File: src/sv/mktd_pkg.sv
// ----------------------------------------------------------------------------
// Morse key timing decoder package
// Shared types, constants and lookup functions for the decoder block.
// ----------------------------------------------------------------------------
package mktd_pkg;

	localparam int DURATION_BITS_DEFAULT = 24;
	localparam int CFG_ADDR_BITS = 4;
	localparam int CFG_DATA_BITS = 32;

	localparam logic [31:0] DAH_RESET_US   = 32'd500000;
	localparam logic [31:0] SPACE_RESET_US = 32'd500000;
	localparam logic [31:0] END_RESET_US   = 32'd1500000;

	localparam logic [2:0] MAX_SYMBOLS = 3'd5;
	localparam logic [2:0] SAT_SYMBOLS = 3'd6;
	localparam logic [7:0] UNKNOWN_CHAR = 8'h7E;
	localparam logic [7:0] SPACE_CHAR = 8'h20;
	localparam int CODE_COUNT = 36;

	localparam int QUEUE_DEPTH = 4;
	localparam int QUEUE_PTR_BITS = 2;
	localparam int QUEUE_CNT_BITS = 3;

	typedef enum logic [1:0] {
		REG_DAH   = 2'd0,
		REG_SPACE = 2'd1,
		REG_END   = 2'd2
	} reg_index_t;

	typedef enum logic {
		MODE_KEY   = 1'b0,
		MODE_BREAK = 1'b1
	} mode_t;

	typedef struct packed {
		logic [7:0] char_code;
		logic       end_of_message;
		logic       last;
	} result_t;

	typedef struct packed {
		logic [1:0] n;
		result_t    r0;
		result_t    r1;
	} push_t;

	localparam logic [15:0] CODE_OF [CODE_COUNT] = '{
		16'd2150, 16'd18884, 16'd18452, 16'd7964, 16'd210, 16'd18468, 16'd7804,
		16'd18900, 16'd2310, 16'd17476, 16'd7532, 16'd18740, 16'd2134, 16'd2294,
		16'd7372, 16'd18308, 16'd17892, 16'd7820, 16'd7980, 16'd194, 16'd7548,
		16'd18068, 16'd7388, 16'd18052, 16'd17620, 16'd18724,
		16'd33950, 16'd33966, 16'd34126, 16'd34558, 16'd35390, 16'd36750,
		16'd36734, 16'd36574, 16'd36142, 16'd35310
	};

	localparam logic [7:0] CHAR_OF [CODE_COUNT] = '{
		"A", "B", "C", "D", "E", "F", "G", "H", "I", "J", "K", "L", "M",
		"N", "O", "P", "Q", "R", "S", "T", "U", "V", "W", "X", "Y", "Z",
		"0", "1", "2", "3", "4", "5", "6", "7", "8", "9"
	};

	// Symbol weight times position weight, for a dah or a dit.
	function automatic logic [15:0] sym_weight(input logic [2:0] pos, input logic dah);
		logic [15:0] w;
		unique case (pos)
			3'd0:    w = dah ? 16'd194   : 16'd210;
			3'd1:    w = dah ? 16'd1940  : 16'd2100;
			3'd2:    w = dah ? 16'd5238  : 16'd5670;
			3'd3:    w = dah ? 16'd10088 : 16'd10920;
			3'd4:    w = dah ? 16'd16490 : 16'd17850;
			default: w = 16'd0;
		endcase
		return w;
	endfunction

	function automatic logic [7:0] lookup_letter(input logic [15:0] code,
		input logic [2:0] count);
		logic [7:0] ch;
		ch = UNKNOWN_CHAR;
		if (count != 3'd0 && count <= MAX_SYMBOLS) begin
			for (int i = 0; i < CODE_COUNT; i++) begin
				if (CODE_OF[i] == code) begin
					ch = CHAR_OF[i];
				end
			end
		end
		return ch;
	endfunction

endpackage

File: src/sv/mktd_cfg_regs.sv
// ----------------------------------------------------------------------------
// Morse decoder configuration registers
// APB-style register file holding the three timing thresholds.
// ----------------------------------------------------------------------------
module mktd_cfg_regs import mktd_pkg::*; #(
	parameter int DURATION_BITS = DURATION_BITS_DEFAULT
) (
	input  logic                     clk,
	input  logic                     arst_n,
	input  logic                     psel,
	input  logic                     penable,
	input  logic                     pwrite,
	input  logic [CFG_ADDR_BITS-1:0] paddr,
	input  logic [CFG_DATA_BITS-1:0] pwdata,
	output logic [CFG_DATA_BITS-1:0] prdata,
	output logic                     pready,
	output logic [DURATION_BITS-1:0] dah_threshold,
	output logic [DURATION_BITS-1:0] space_threshold,
	output logic [DURATION_BITS-1:0] end_threshold
);

	logic [DURATION_BITS-1:0] dah_q;
	logic [DURATION_BITS-1:0] space_q;
	logic [DURATION_BITS-1:0] end_q;
	logic                     wr_en;
	reg_index_t               idx;

	assign pready = 1'b1;
	assign wr_en  = psel & penable & pwrite;
	assign idx    = reg_index_t'(paddr[3:2]);

	always_ff @(posedge clk or negedge arst_n) begin
		if (!arst_n) begin
			dah_q   <= DURATION_BITS'(DAH_RESET_US);
			space_q <= DURATION_BITS'(SPACE_RESET_US);
			end_q   <= DURATION_BITS'(END_RESET_US);
		end else if (wr_en) begin
			unique case (idx)
				REG_DAH:   dah_q   <= pwdata[DURATION_BITS-1:0];
				REG_SPACE: space_q <= pwdata[DURATION_BITS-1:0];
				REG_END:   end_q   <= pwdata[DURATION_BITS-1:0];
				default: ;
			endcase
		end
	end

	always_comb begin
		unique case (idx)
			REG_DAH:   prdata = CFG_DATA_BITS'(dah_q);
			REG_SPACE: prdata = CFG_DATA_BITS'(space_q);
			REG_END:   prdata = CFG_DATA_BITS'(end_q);
			default:   prdata = '0;
		endcase
	end

	assign dah_threshold   = dah_q;
	assign space_threshold = space_q;
	assign end_threshold   = end_q;

endmodule

File: src/sv/mktd_decode.sv
// ----------------------------------------------------------------------------
// Morse decoder core
// Input register, letter state and the single-pass decode of one press.
// ----------------------------------------------------------------------------
module mktd_decode import mktd_pkg::*; #(
	parameter int DURATION_BITS = DURATION_BITS_DEFAULT
) (
	input  logic                     clk,
	input  logic                     arst_n,
	input  logic                     in_valid,
	output logic                     in_stall,
	input  logic                     mode,
	input  logic [DURATION_BITS-1:0] press_length_us,
	input  logic [DURATION_BITS-1:0] dah_threshold,
	input  logic [DURATION_BITS-1:0] space_threshold,
	input  logic [DURATION_BITS-1:0] end_threshold,
	input  logic                     queue_room,
	output push_t                    push
);

	logic                     valid_s1;
	mode_t                    mode_s1;
	logic [DURATION_BITS-1:0] len_s1;
	logic [15:0]              letter_q;
	logic [2:0]               count_q;
	logic                     advance;
	logic [7:0]               ch;

	assign advance  = valid_s1 & ((mode_s1 == MODE_KEY) | queue_room);
	assign in_stall = valid_s1 & ~advance;

	always_ff @(posedge clk or negedge arst_n) begin
		if (!arst_n) begin
			valid_s1 <= 1'b0;
		end else if (!in_stall) begin
			valid_s1 <= in_valid;
		end
	end

	always_ff @(posedge clk) begin
		if (in_valid && !in_stall) begin
			mode_s1 <= mode_t'(mode);
			len_s1  <= press_length_us;
		end
	end

	assign ch = lookup_letter(letter_q, count_q);

	always_ff @(posedge clk or negedge arst_n) begin
		if (!arst_n) begin
			letter_q <= '0;
			count_q  <= '0;
		end else if (advance) begin
			if (mode_s1 == MODE_KEY) begin
				if (count_q < MAX_SYMBOLS) begin
					letter_q <= letter_q + sym_weight(count_q, len_s1 > dah_threshold);
					count_q  <= count_q + 3'd1;
				end else begin
					count_q <= SAT_SYMBOLS;
				end
			end else begin
				letter_q <= '0;
				count_q  <= '0;
			end
		end
	end

	always_comb begin
		push = '0;
		if (advance && mode_s1 == MODE_BREAK) begin
			if (len_s1 > end_threshold) begin
				push.n  = 2'd1;
				push.r0 = '{char_code: 8'd0, end_of_message: 1'b1, last: 1'b1};
			end else if (len_s1 > space_threshold) begin
				push.n  = 2'd2;
				push.r0 = '{char_code: ch, end_of_message: 1'b0, last: 1'b0};
				push.r1 = '{char_code: SPACE_CHAR, end_of_message: 1'b0, last: 1'b1};
			end else begin
				push.n  = 2'd1;
				push.r0 = '{char_code: ch, end_of_message: 1'b0, last: 1'b1};
			end
		end
	end

endmodule

File: src/sv/mktd_out_queue.sv
// ----------------------------------------------------------------------------
// Morse decoder result queue
// Small queue that takes up to two results a cycle and hands out one unless out_stall is high.
// ----------------------------------------------------------------------------
module mktd_out_queue import mktd_pkg::*; (
	input  logic       clk,
	input  logic       arst_n,
	input  push_t      push,
	output logic       queue_room,
	output logic       out_valid,
	input  logic       out_stall,
	output logic [7:0] char_code,
	output logic       end_of_message,
	output logic       last
);

	result_t                   mem [QUEUE_DEPTH];
	logic [QUEUE_PTR_BITS-1:0] wr_ptr_q;
	logic [QUEUE_PTR_BITS-1:0] rd_ptr_q;
	logic [QUEUE_CNT_BITS-1:0] count_q;
	logic                      pop;

	assign out_valid  = (count_q != '0);
	assign pop        = out_valid & ~out_stall;
	assign queue_room = (count_q <= QUEUE_CNT_BITS'(QUEUE_DEPTH - 2));

	always_ff @(posedge clk) begin
		if (push.n != 2'd0) begin
			mem[wr_ptr_q] <= push.r0;
		end
		if (push.n == 2'd2) begin
			mem[wr_ptr_q + QUEUE_PTR_BITS'(1)] <= push.r1;
		end
	end

	always_ff @(posedge clk or negedge arst_n) begin
		if (!arst_n) begin
			wr_ptr_q <= '0;
			rd_ptr_q <= '0;
			count_q  <= '0;
		end else begin
			wr_ptr_q <= wr_ptr_q + QUEUE_PTR_BITS'(push.n);
			rd_ptr_q <= rd_ptr_q + QUEUE_PTR_BITS'(pop);
			count_q  <= count_q + QUEUE_CNT_BITS'(push.n) - QUEUE_CNT_BITS'(pop);
		end
	end

	assign char_code      = mem[rd_ptr_q].char_code;
	assign end_of_message = mem[rd_ptr_q].end_of_message;
	assign last           = mem[rd_ptr_q].last;

`ifndef NO_ASSERTIONS
	a_room_on_push: assert property (@(posedge clk) disable iff (!arst_n)
		(push.n != 2'd0) |-> queue_room)
		else $error("Results pushed into a queue without room.");

	a_count_bound: assert property (@(posedge clk) disable iff (!arst_n)
		count_q <= QUEUE_CNT_BITS'(QUEUE_DEPTH))
		else $error("Result queue count exceeds its depth.");

	a_pop_only: assert property (@(posedge clk) disable iff (!arst_n)
		(pop && push.n == 2'd0) |=> (count_q == $past(count_q) - QUEUE_CNT_BITS'(1)))
		else $error("Result queue count did not drop after a pop.");

	a_eom_alone: assert property (@(posedge clk) disable iff (!arst_n)
		(out_valid && end_of_message) |-> (last && char_code == 8'd0))
		else $error("End-of-message item is not a lone last item.");
`endif

endmodule

File: src/sv/morse_key_timing_decoder_top.sv
// A result is offered once its press item has passed the input register and the
// result queue. One press item per cycle unless in_stall; a medium break yields
// two items, drained one per cycle unless out_stall by the four-entry queue.
// Reset clears the letter state and the queue, and loads the default thresholds.
// ----------------------------------------------------------------------------
// Morse key timing decoder
// Turns key and break presses into ASCII letters, spaces and message ends.
// ----------------------------------------------------------------------------
module morse_key_timing_decoder_top import mktd_pkg::*; #(
	parameter int DURATION_BITS = DURATION_BITS_DEFAULT
) (
	input  logic                     clk,
	input  logic                     arst_n,
	input  logic                     psel,
	input  logic                     penable,
	input  logic                     pwrite,
	input  logic [CFG_ADDR_BITS-1:0] paddr,
	input  logic [CFG_DATA_BITS-1:0] pwdata,
	output logic [CFG_DATA_BITS-1:0] prdata,
	output logic                     pready,
	input  logic                     in_valid,
	output logic                     in_stall,
	input  logic                     mode,
	input  logic [DURATION_BITS-1:0] press_length_us,
	output logic                     out_valid,
	input  logic                     out_stall,
	output logic [7:0]               char_code,
	output logic                     end_of_message,
	output logic                     last
);

	logic [DURATION_BITS-1:0] dah_threshold;
	logic [DURATION_BITS-1:0] space_threshold;
	logic [DURATION_BITS-1:0] end_threshold;
	logic                     queue_room;
	push_t                    push;

	mktd_cfg_regs #(.DURATION_BITS(DURATION_BITS)) u_cfg (
		.clk(clk), .arst_n(arst_n),
		.psel(psel), .penable(penable), .pwrite(pwrite), .paddr(paddr),
		.pwdata(pwdata), .prdata(prdata), .pready(pready),
		.dah_threshold(dah_threshold), .space_threshold(space_threshold),
		.end_threshold(end_threshold)
	);

	mktd_decode #(.DURATION_BITS(DURATION_BITS)) u_decode (
		.clk(clk), .arst_n(arst_n),
		.in_valid(in_valid), .in_stall(in_stall),
		.mode(mode), .press_length_us(press_length_us),
		.dah_threshold(dah_threshold), .space_threshold(space_threshold),
		.end_threshold(end_threshold),
		.queue_room(queue_room), .push(push)
	);

	mktd_out_queue u_queue (
		.clk(clk), .arst_n(arst_n),
		.push(push), .queue_room(queue_room),
		.out_valid(out_valid), .out_stall(out_stall),
		.char_code(char_code), .end_of_message(end_of_message), .last(last)
	);

endmodule

File: config.mk
export PLATFORM = sky130hd
export DESIGN_NAME = morse_key_timing_decoder_top
export DESIGN_NICKNAME = d
export VERILOG_FILES = /design/src/sv/mktd_pkg.sv /design/src/sv/mktd_cfg_regs.sv /design/src/sv/mktd_decode.sv /design/src/sv/mktd_out_queue.sv /design/src/sv/morse_key_timing_decoder_top.sv
export SDC_FILE = /design/constraint.sdc
export NUM_CORES = 1
export LEC_CHECK = 0
export ABC_AREA = 1
export BUFFER_PORTS_ARGS = -buffer_cell sky130_fd_sc_hd__buf_2
export CAP_MARGIN = 30
export CORE_ASPECT_RATIO = 1.4
export CORE_MARGIN = 1.5
export CORE_UTILIZATION = 60
export CTS_CLUSTER_SIZE = 40
export DETAILED_ROUTE_END_ITERATION = 12
export PLACE_DENSITY = 0.81
export REMOVE_ABC_BUFFERS = 1
export SYNTH_ARGS = -nofsm -noshare
export SYNTH_HDL_FRONTEND = slang
export SYNTH_SLANG_ARGS = --single-unit
File: constraint.sdc
create_clock -name clk -period 9.4 [get_ports clk]
set_input_delay 1.88 -clock clk [delete_from_list [all_inputs] [get_ports clk]]
set_output_delay 1.88 -clock clk [all_outputs]
set_load 0.05 [all_outputs]
; ---- Word-level counts from Yosys, hierarchy flattened
; Memory sizes are Yosys's and may differ from the RTL's.
; Index checks and enable logic that the tools add are counted.
[classes]
add_sub_neg = 7
order_cmp = 6
n_eq_ne = 43
mux = 60
bitwise_logic = 9
reduce_logical = 14
[ops]
columns = cell, n
row1 = "15-bit by 16-bit equality test with 1-bit output, first input constant", 12
row2 = "16-bit equality test, first input constant", 10
row3 = 6-bit 2-to-1 mux, 26
row4 = "13-bit by 16-bit equality test with 1-bit output, first input constant", 8
row5 = 16-bit 2-to-1 mux, 5
row6 = 16-bit case mux with 5 select lines, 1
row7 = 24-bit greater-than comparator, 3
row8 = 24-bit case mux with 3 select lines, 1
row9 = 7-bit 2-to-1 mux, 10
row10 = "12-bit by 16-bit equality test with 1-bit output, first input constant", 4
row11 = 12-bit 2-to-1 mux, 4
row12 = "8-bit by 16-bit equality test with 1-bit output, first input constant", 2
row13 = 22-bit 2-to-1 mux, 1
row14 = 10-bit 2-to-1 mux, 2
row15 = 16-bit adder, 1
row16 = 8-bit 2-to-1 mux, 2
row17 = 11-bit 2-to-1 mux, 1
row18 = 2-bit AND reduction, 4
row19 = "3-bit by 2-bit equality test with 1-bit output, second input constant", 2
row20 = 3-bit 2-to-1 mux, 2
row21 = 3-bit nonzero test, 2
row22 = 1-bit bitwise AND, 5
row23 = 5-bit 2-to-1 mux, 1
row24 = "2-bit equality test, second input constant", 2
row25 = other kinds (20), 28
[totals]
reg_bits = 124
ramBits = 40
output_inout_bits = 45
n_memories = 1
[memory_table]
columns = memory, depth, word_bits, read_ports, rd_clocked_by_memory_dff, wr, line_no
row1 = u_queue.mem, 4, 10, 1, 0, 2, mktd_out_queue.sv:17  ; result_t mem [QUEUE_DEPTH];

; ---- Longest topological paths before layout
; Gate-level depths: netlist of the first run.
[depth]
word_depth = 44
ltp_mapped = 26
ltp_nobuf = 26

; ---- Cells and area by module
; From an unflattened synthesis of the first run, not the netlist that was laid out.
[hier_totals]
hier_cells = 1436
hier_area_um2 = 11372.2
[modules_own_cells]
columns = module, instances, cells_per_inst, area_per_inst_um2
row1 = mktd_decode, 1, 741, 5222.5
row2 = mktd_cfg_regs, 1, 431, 3651.0
row3 = mktd_out_queue, 1, 264, 2498.6

; ---- Worst setup path before layout of the first run
; No wires, ideal clock.
[synth_timing]
path_kind = input-to-output
startpoint = input port paddr[3]
endpoint = output port prdata[10]
arrival_time_ns = 3.180
t_required_ns = 7.520
setup_slack_ns = 4.340
stages = 5
path_buffers = 1
path_cell_list = inv_1 nor2_1 inv_1 clkbuf_1 o221ai_1
[synth_via]
elab_chain_cells = 2
word_cells_on_any_way = 4
[synth_rtl]
columns = item, line_no
row1 = "start, declared", morse_key_timing_decoder_top.sv:17  ; input logic [CFG_ADDR_BITS-1:0] paddr,
row2 = "2-bit equality test, or another cell as far along", mktd_cfg_regs.sv:48  ; unique case (idx)
row3 = 24-bit case mux with 3 select lines *, mktd_cfg_regs.sv:48
row4 = "end, declared", morse_key_timing_decoder_top.sv:19  ; output logic [CFG_DATA_BITS-1:0] prdata,
; Mark *: on every way between the ends. The rest lies on a longest branch, timed or not.

; ---- Worst setup path after layout of the first run
[layout_timing]
startpoint = input port paddr[3]
endpoint = output port prdata[20]
; Same word-level chain as after synthesis.

==> summary.txt, run 1 <==
Power and ir drop
  – LEAKAGE: 5.74 nW
  – Power per Cell Area: 272 nW/um^2
  – Maximum vdd drop: 194 uV
  – Tot Pwr: 3.07 mW

GRT
  – Gr usage total: 30.7%
  – Largest net degree at the start of global routing: 52
  – Vias in the first global route: 9124
  – Global-route wire length before repair: 42700 um
  – Grt ovf: 0
  – Antenna violations before repair: 0

Place
  – Final GP Congestion: 0.936
  – Number of port buffers: 92
  – DP HPWL: 19500 um
  – Placed cells: 1568

Floorplan
  – Initial core utilization: 60.9%
  – # rows: 56
  – Io pins: 113
  – Core area: 16600 um^2
  – Die area: 17700 um^2
  – Die Wd: 113 um
  – Die H: 157 um

Synth
  – Main synth FF type: dfrtp_1
  – Post-synth top area share: 18.3%
  – Synth unique cells: 52
  – Top cell type by total area after synthesis: dfrtp_1
  – Ys async rst share: 61.6%
  – Top post-synthesis cells by area: dfrtp_1, ha_1, nand2_1, edfxtp_1, inv_1
  – Sequential fraction of the synthesis area: 39.9%
  – YS warnings: 0
  – Most frequent cells after synthesis: nand2_1, inv_1, o21ai_0
  – Avg Inst Size Synth: 7.79 um^2
  – Post-synth EDFFs: 33
  – Number of synthesized register bits: 159
  – Dominant cell by count in the synthesized netlist: nand2_1
  – Mapped Area: 10100 um^2
  – Mapped Cells: 1299

Finish
  – Nets: 1550
  – Fin cells: 1601
  – Share of cells above drive strength 1: 13.7%
  – P&R area growth vs syn: 11.6%

Route
  – DRT iter0 DRCs: 594
  – DR vias: 9204
  – DRC violations left: 0
  – Antenna viol nets, final: 0
  – DR vias/cell: 5.75
  – Routed WL: 26300 um
  – First drt pass iteration count: 6
  – Routed length per instance: 16.4 um

Worst setup path
  – Setup Crit Path Kind: in -> out
  – Critical-path top delay cell: inv_1
  – WP buf/inv: 4
  – Setup crit start kind: input port
  – Max incr delay on CP: 0.71 ns
  – CP top delay family: buffers and inverters
  – Cells along the critical path: buf_2 > inv_1 > nor2_1 > inv_1 > o221ai_1 > buf_2
  – Critical Path Fanout Max: 23
  – CP Capture Type: output pin
  – Crit path DAT: 3.39 ns
  – Crit path required time: 7.52 ns

STA
  – Setup violations, final: 0
  – F_max: 0.190 GHz
  – WHS: 0.464 ns
  – Fin Setup TNS: 0 ns
  – Final Slew Violations: 0
  – Worst slew pin tran: 0.983 ns
  – Slew margin rel.: 34.4%
  – Final period utilization: 56.0%
  – Unrepaired setup endpoints after global routing: false
  – Skew final: 0.0161 ns
  – Min cycle time layout: 5.27 ns
  – Final hold vios: 0

Clock network
  – Post-CTS sizing: 0
  – CTS tree: built
  – CTS clk-pin slew, worst paths: 0.07 ns
  – Clock Tree Root: clkbuf_16
  – Clock buffer depth: 2
  – Skew-Pair Late Insertion Delay: 0.44 ns
  – Max H-tree Level: 4
  – Post-CTS setup buffers: 0
  – CTS buffer count: 17
  – Clock sink total: 159
  – Cts-stage hold buffer count: 0

Outcome
  – Outcome: complete, no violations

Worst hold path
  – Min-Delay Path Class: reg -> reg

Job
  – Maximum capacitance violations: 0
-- metrics by stage --
step | area, um^2 | setup WS (ns) | utilization, %
floorplan | 9950 | 4.33 | -
global placement | 10700 | 4.00 | 64.6
detailed placement | 10700 | 4.15 | 64.7
CTS | 11300 | 4.15 | 68.0
global route | 11300 | 4.04 | 68.0
finish | 11300 | 4.13 | 68.0
-- final cells by class --
class                      count  area, um^2
inverter                     221         835
tap                          203         254
clock inverter                14         105
fill                        1419        5310
sequential                   159        4030
antenna                        1        2.50
clock buffer                  18         439
multi-input combinational    885        5080
timing repair buffer         100         543
-- path summary, 6_finish.rpt --
| check | startpoint | to | slack, ns | cells past startpoint |
|---|---|---|---|---|
| hold reg to reg | u_queue.mem[1][4]$_SDFFE_PP0P_ | u_queue.mem[1][4]$_SDFFE_PP0P_ | 0.46 | 2 |
| setup / recovery | paddr[3] | prdata[20] | 4.13 | 6 |
| setup reg to reg | u_decode.len_s1[3]$_DFFE_PP_ | u_decode.letter_q[15]$_DFFE_PN0P_ | 5.38 | 23 |
| max in group asynchronous | arst_n | u_cfg.end_threshold[22]$_DFFE_PN0P_ | 6.84 | 2 |
| hold / removal | u_queue.mem[1][4]$_SDFFE_PP0P_ | u_queue.mem[1][4]$_SDFFE_PP0P_ | 0.46 | 2 |
| min in group asynchronous | arst_n | u_cfg.space_threshold[14]$_DFFE_PN0P_ | 1.46 | 1 |
-- worst reg2reg max path, cell delays in order, from the launching register on --
cell	delay [ns]
edfxtp_1	0.44
ha_1	0.33
nand2_1	0.05
inv_1	0.06
nand2_1	0.06
o211a_1	0.20
o211ai_1	0.35
nand2_1	0.10
nand3_1	0.09
nand2_1	0.21
inv_1	0.18
o31ai_1	0.09
o21ai_0	0.17
ha_1	0.31
a21oi_1	0.18
o21ai_0	0.12
nand2_1	0.08
o2111ai_1	0.14
nand2_1	0.12
nand2_1	0.06
a21oi_1	0.24
nor2_1	0.09
o21ai_0	0.17
a21oi_1	0.06
-- routing by layer --
layer	vias to the layer above	global-route usage [%]	wire length (um)	share of wire, %
met5	-	0	0	0
met4	0	16.8	1280	4.8
met3	85	3.83	1290	4.9
met2	328	57.3	13600	52
met1	4298	33.7	10200	39
li1	4493	-	-	-
-- flip-flops by register name, indices dropped and copies added, names as in the netlist --
name                   cells
u_decode.valid_s1          1
u_queue.wr_ptr_q           2
u_decode.mode_s1           1
u_decode.count_q           3
u_queue.count_q            3
u_cfg.dah_threshold       24
u_cfg.end_threshold       24
u_decode.letter_q         15
u_queue.rd_ptr_q           2
u_queue.mem               36
u_decode.len_s1           24
u_cfg.space_threshold     24
-- report_power, final --
part | internal, mW | total [mW] | switching (mW)
combinational | 0.422 | 1.36 | 0.936
sequential | 0.906 | 1.06 | 0.154
clock | 0.349 | 0.651 | 0.302
-- cells in the final DEF, fill, tap and decap left out, types with 4 or more instances in the layout --
| master | count |
|---|---|
| nor3_2 | 5 |
| nor2_2 | 6 |
| inv_6 | 4 |
| ha_1 | 96 |
| nor4_1 | 5 |
| nand3_1 | 83 |
| edfxtp_1 | 33 |
| a21oi_1 | 50 |
| o22ai_1 | 15 |
| o211ai_1 | 6 |
| buf_2 | 91 |
| o31ai_1 | 6 |
| nor3_1 | 15 |
| o21ai_0 | 131 |
| dfxtp_1 | 28 |
| buf_4 | 8 |
| conb_1 | 10 |
| inv_2 | 6 |
| o221ai_1 | 24 |
| clkbuf_16 | 17 |
| nand2_1 | 272 |
| nor2_1 | 89 |
| xor2_1 | 5 |
| nand2_2 | 5 |
| nand4_1 | 16 |
| clkinv_2 | 4 |
| dfstp_2 | 24 |
| dfrtp_1 | 74 |
| inv_1 | 214 |
| clkinv_4 | 4 |
| o21bai_1 | 4 |
-- logic make-up (layout without fill, tap and decap cells) --
group                      Yosys count  count (layout)  share of synthesized area (%)
adders and majority gates           98              98                           12.3
other                                2              11                         0.0742
xor gates and xnor gates             6               6                          0.519
AOI/OAI and AO/OA                  263             263                           15.4
buffers and inverters              263             353                           10.2
and+or+nand+nor                    508             508                           21.6
DFF                                159             159                           39.9
Power figures use the tool's default switching activity.
==> inputs of run 2 (changes only) <==
Settings changed: CORE_UTILIZATION 60 to 54, PLACE_DENSITY 0.81 to 0.77.
Clock period 9.4 ns to 4.3 ns, I/O delays scaled along.
==> run 2 against run 1 <==
Effect of this change: register-to-register slack got worse by 5.0 ns; critical endpoint is now u_decode.letter_q[15]$_DFFE_PN0P_; sequential power grew 120%; sequential cell count is the same; core utilization down 6.2 points; wire length is 1.0% higher; die area is 11% higher; via count down 0.37%; clock power grew 130%; setup slack worse by 3.8 ns; worst hold slack worse by 0.090 ns.
==> summary.txt, run 2 (synthesis gave the netlist of run 1 again) <==
Worst setup path
  – Critical Path Fanout Max: 7
  – WP buf/inv: 3
  – CP top delay family: simple AND/OR/NAND/NOR gates
  – Cells along the critical path: ha_1 > nand2_1 > inv_1 > nand3_1 > nor3b_1 > nand2_1 > nand2_1 > inv_1 > nand2_1 > nand3_1 > nand2_1 > nand2_1 > ha_1 > inv_1 > nor3_1 > nand3_1 > o2111ai_1 > nand2_1 > nand2_1 > a21oi_1 > nor2_1 > o21ai_0 > a21oi_1
  – Crit path DAT: 4.34 ns
  – Critical path's most frequent cell: nand2_1
  – Critical-path top delay cell: nor3b_1
  – Setup Crit Path Kind: reg -> reg
  – Max incr delay on CP: 0.48 ns
  – Crit path required time: 4.67 ns
  – Setup crit start kind: flop
  – CP Capture Type: flop

Place
  – Number of port buffers: 92
  – Dpl ws: 0.412 ns
  – Final GP Congestion: 0.999
  – Dpl cell area: 10800 um^2
  – DP HPWL: 19600 um

Power and ir drop
  – Flop pwr share: 33.6%
  – Psw: 3.09 mW
  – LEAKAGE: 5.77 nW
  – Cell-internal power: 3.75 mW
  – Power per Cell Area: 600 nW/um^2
  – Sw frac: 45.2%
  – Maximum vdd drop: 412 uV
  – Comb power frac: 44.2%
  – Clock network fraction of total power: 22.2%

Floorplan
  – Io pins: 113
  – # rows: 59
  – Die area: 19600 um^2
  – Initial core utilization: 54.8%
  – Core area: 18500 um^2
  – Die Wd: 119 um
  – Die H: 165 um

Clock network
  – CTS tree: built
  – Clock Tree Root: clkbuf_16
  – Clock sink total: 159
  – Post-CTS setup buffers: 0
  – Max H-tree Level: 4
  – Clock buffer depth: 2
  – Cts-stage hold buffer count: 0
  – Skew-Pair Late Insertion Delay: 0.44 ns
  – CTS clk-pin slew, worst paths: 0.07 ns
  – CTS buffer count: 17

STA
  – Final hold vios: 0
  – Final period utilization: 92.3%
  – Min cycle time layout: 3.97 ns
  – F_max: 0.252 GHz
  – Slew margin rel.: 32.0%
  – Final WS setup: 0.333 ns
  – Skew final: 0.0159 ns
  – Worst slew pin tran: 1.02 ns
  – Fin Setup TNS: 0 ns
  – Setup violations, final: 0
  – Unrepaired setup endpoints after global routing: false
  – Final Slew Violations: 0

Finish
  – P&R area growth vs syn: 12.8%
  – Share of cells above drive strength 1: 13.9%
  – Most common cell after layout, fill and taps aside: nand2_1
  – Most frequent cells in the layout: nand2_1, inv_1, o21ai_0
  – Nets: 1552
  – Post-route cell area: 11400 um^2
  – Final core utilization: 61.8%
  – Biggest register: u_queue.mem
  – Max FFs per register: 36
  – Diode count: 0

GRT
  – Antenna violations before repair: 0
  – Grt ovf: 0
  – Global-route wire length before repair: 42700 um
  – Largest net degree at the start of global routing: 41
  – Vias in the first global route: 8975
  – Gr usage total: 27.7%

Worst hold path
  – Min-Delay Path Class: in -> async

Route
  – Routed WL: 26600 um
  – Antenna viol nets, final: 0
  – DRC violations left: 0
  – DR vias/cell: 5.58
  – Routed length per instance: 16.2 um
  – DRT iter0 DRCs: 732
  – First drt pass iteration count: 5
  – DR vias: 9170

Outcome
  – Outcome: complete, no violations

Job
  – Maximum capacitance violations: 0
-- run 2: cell types whose count changed in the layout (fill, tap and decap cells not counted), sizes merged --
cell	before	now
diode	1	0
clkinv	8	4
inv	227	229
clkbuf	18	20
buf	100	102
-- run 2: layout make-up --
type / count / area [um^2]
clock buffers: 20 / 489
inverters: 221 / 835
multi-input cells: 885 / 5090
fillers: 1644 / 7040
clock inverters: 12 / 108
well taps: 244 / 305
flip-flops and latches: 159 / 4030
repair buffers: 102 / 551
-- run 2: what timing repair did --
item / in CTS / in global routing
resized for setup: 0 / 1
endpoints found under the hold margin: 0 / 0
setup endpoints to repair: 0 / 1
-- run 2: layer usage --
metal / GRT usage, % / wire, um / part of all wire [%]
met5: 0 / 0 / 0
met4: 12.9 / 852 / 3.2
met3: 4.32 / 1140 / 4.3
met2: 52.2 / 14000 / 53
met1: 30.5 / 10600 / 40
-- run 2: worst paths after layout --
check / startpoint / cells past startpoint / slack, ns / to
worst max-delay path: u_decode.len_s1[7]$_DFFE_PP_ / 23 / 0.33 / u_decode.letter_q[15]$_DFFE_PN0P_
worst max register to register: u_decode.len_s1[7]$_DFFE_PP_ / 23 / 0.33 / u_decode.letter_q[15]$_DFFE_PN0P_
worst min register to register: u_queue.mem[2][6]$_SDFFE_PP0P_ / 2 / 0.46 / u_queue.mem[2][6]$_SDFFE_PP0P_
max in group asynchronous: arst_n / 2 / 3.08 / u_cfg.end_threshold[20]$_DFFE_PN1P_
worst min-delay path: arst_n / 1 / 0.37 / u_cfg.space_threshold[14]$_DFFE_PN0P_
min in group clk: u_queue.mem[2][6]$_SDFFE_PP0P_ / 2 / 0.46 / u_queue.mem[2][6]$_SDFFE_PP0P_
-- run 2: stage by stage --
step / hold slack [ns] / power, mW / instances
floorplan: 0.440 / 4.48 / 1265
global placement: 0.450 / 5.22 / 1611
detailed placement: 0.456 / 5.29 / 1611
CTS: 0.390 / 6.82 / 1643
global route: 0.400 / 7.34 / 1643
finish: 0.375 / 6.84 / 1643
-- run 2: power groups by stage --
stage | logic [mW] | registers [mW] | clock network, mW
6_report | 3.02 | 2.30 | 1.52
5_1_grt | 3.40 | 2.35 | 1.59
4_1_cts | 3.00 | 2.29 | 1.53
3_5_place_dp | 2.98 | 2.32 | 0
3_3_place_gp | 2.92 | 2.30 | 0
2_1_floorplan | 2.24 | 2.24 | 0
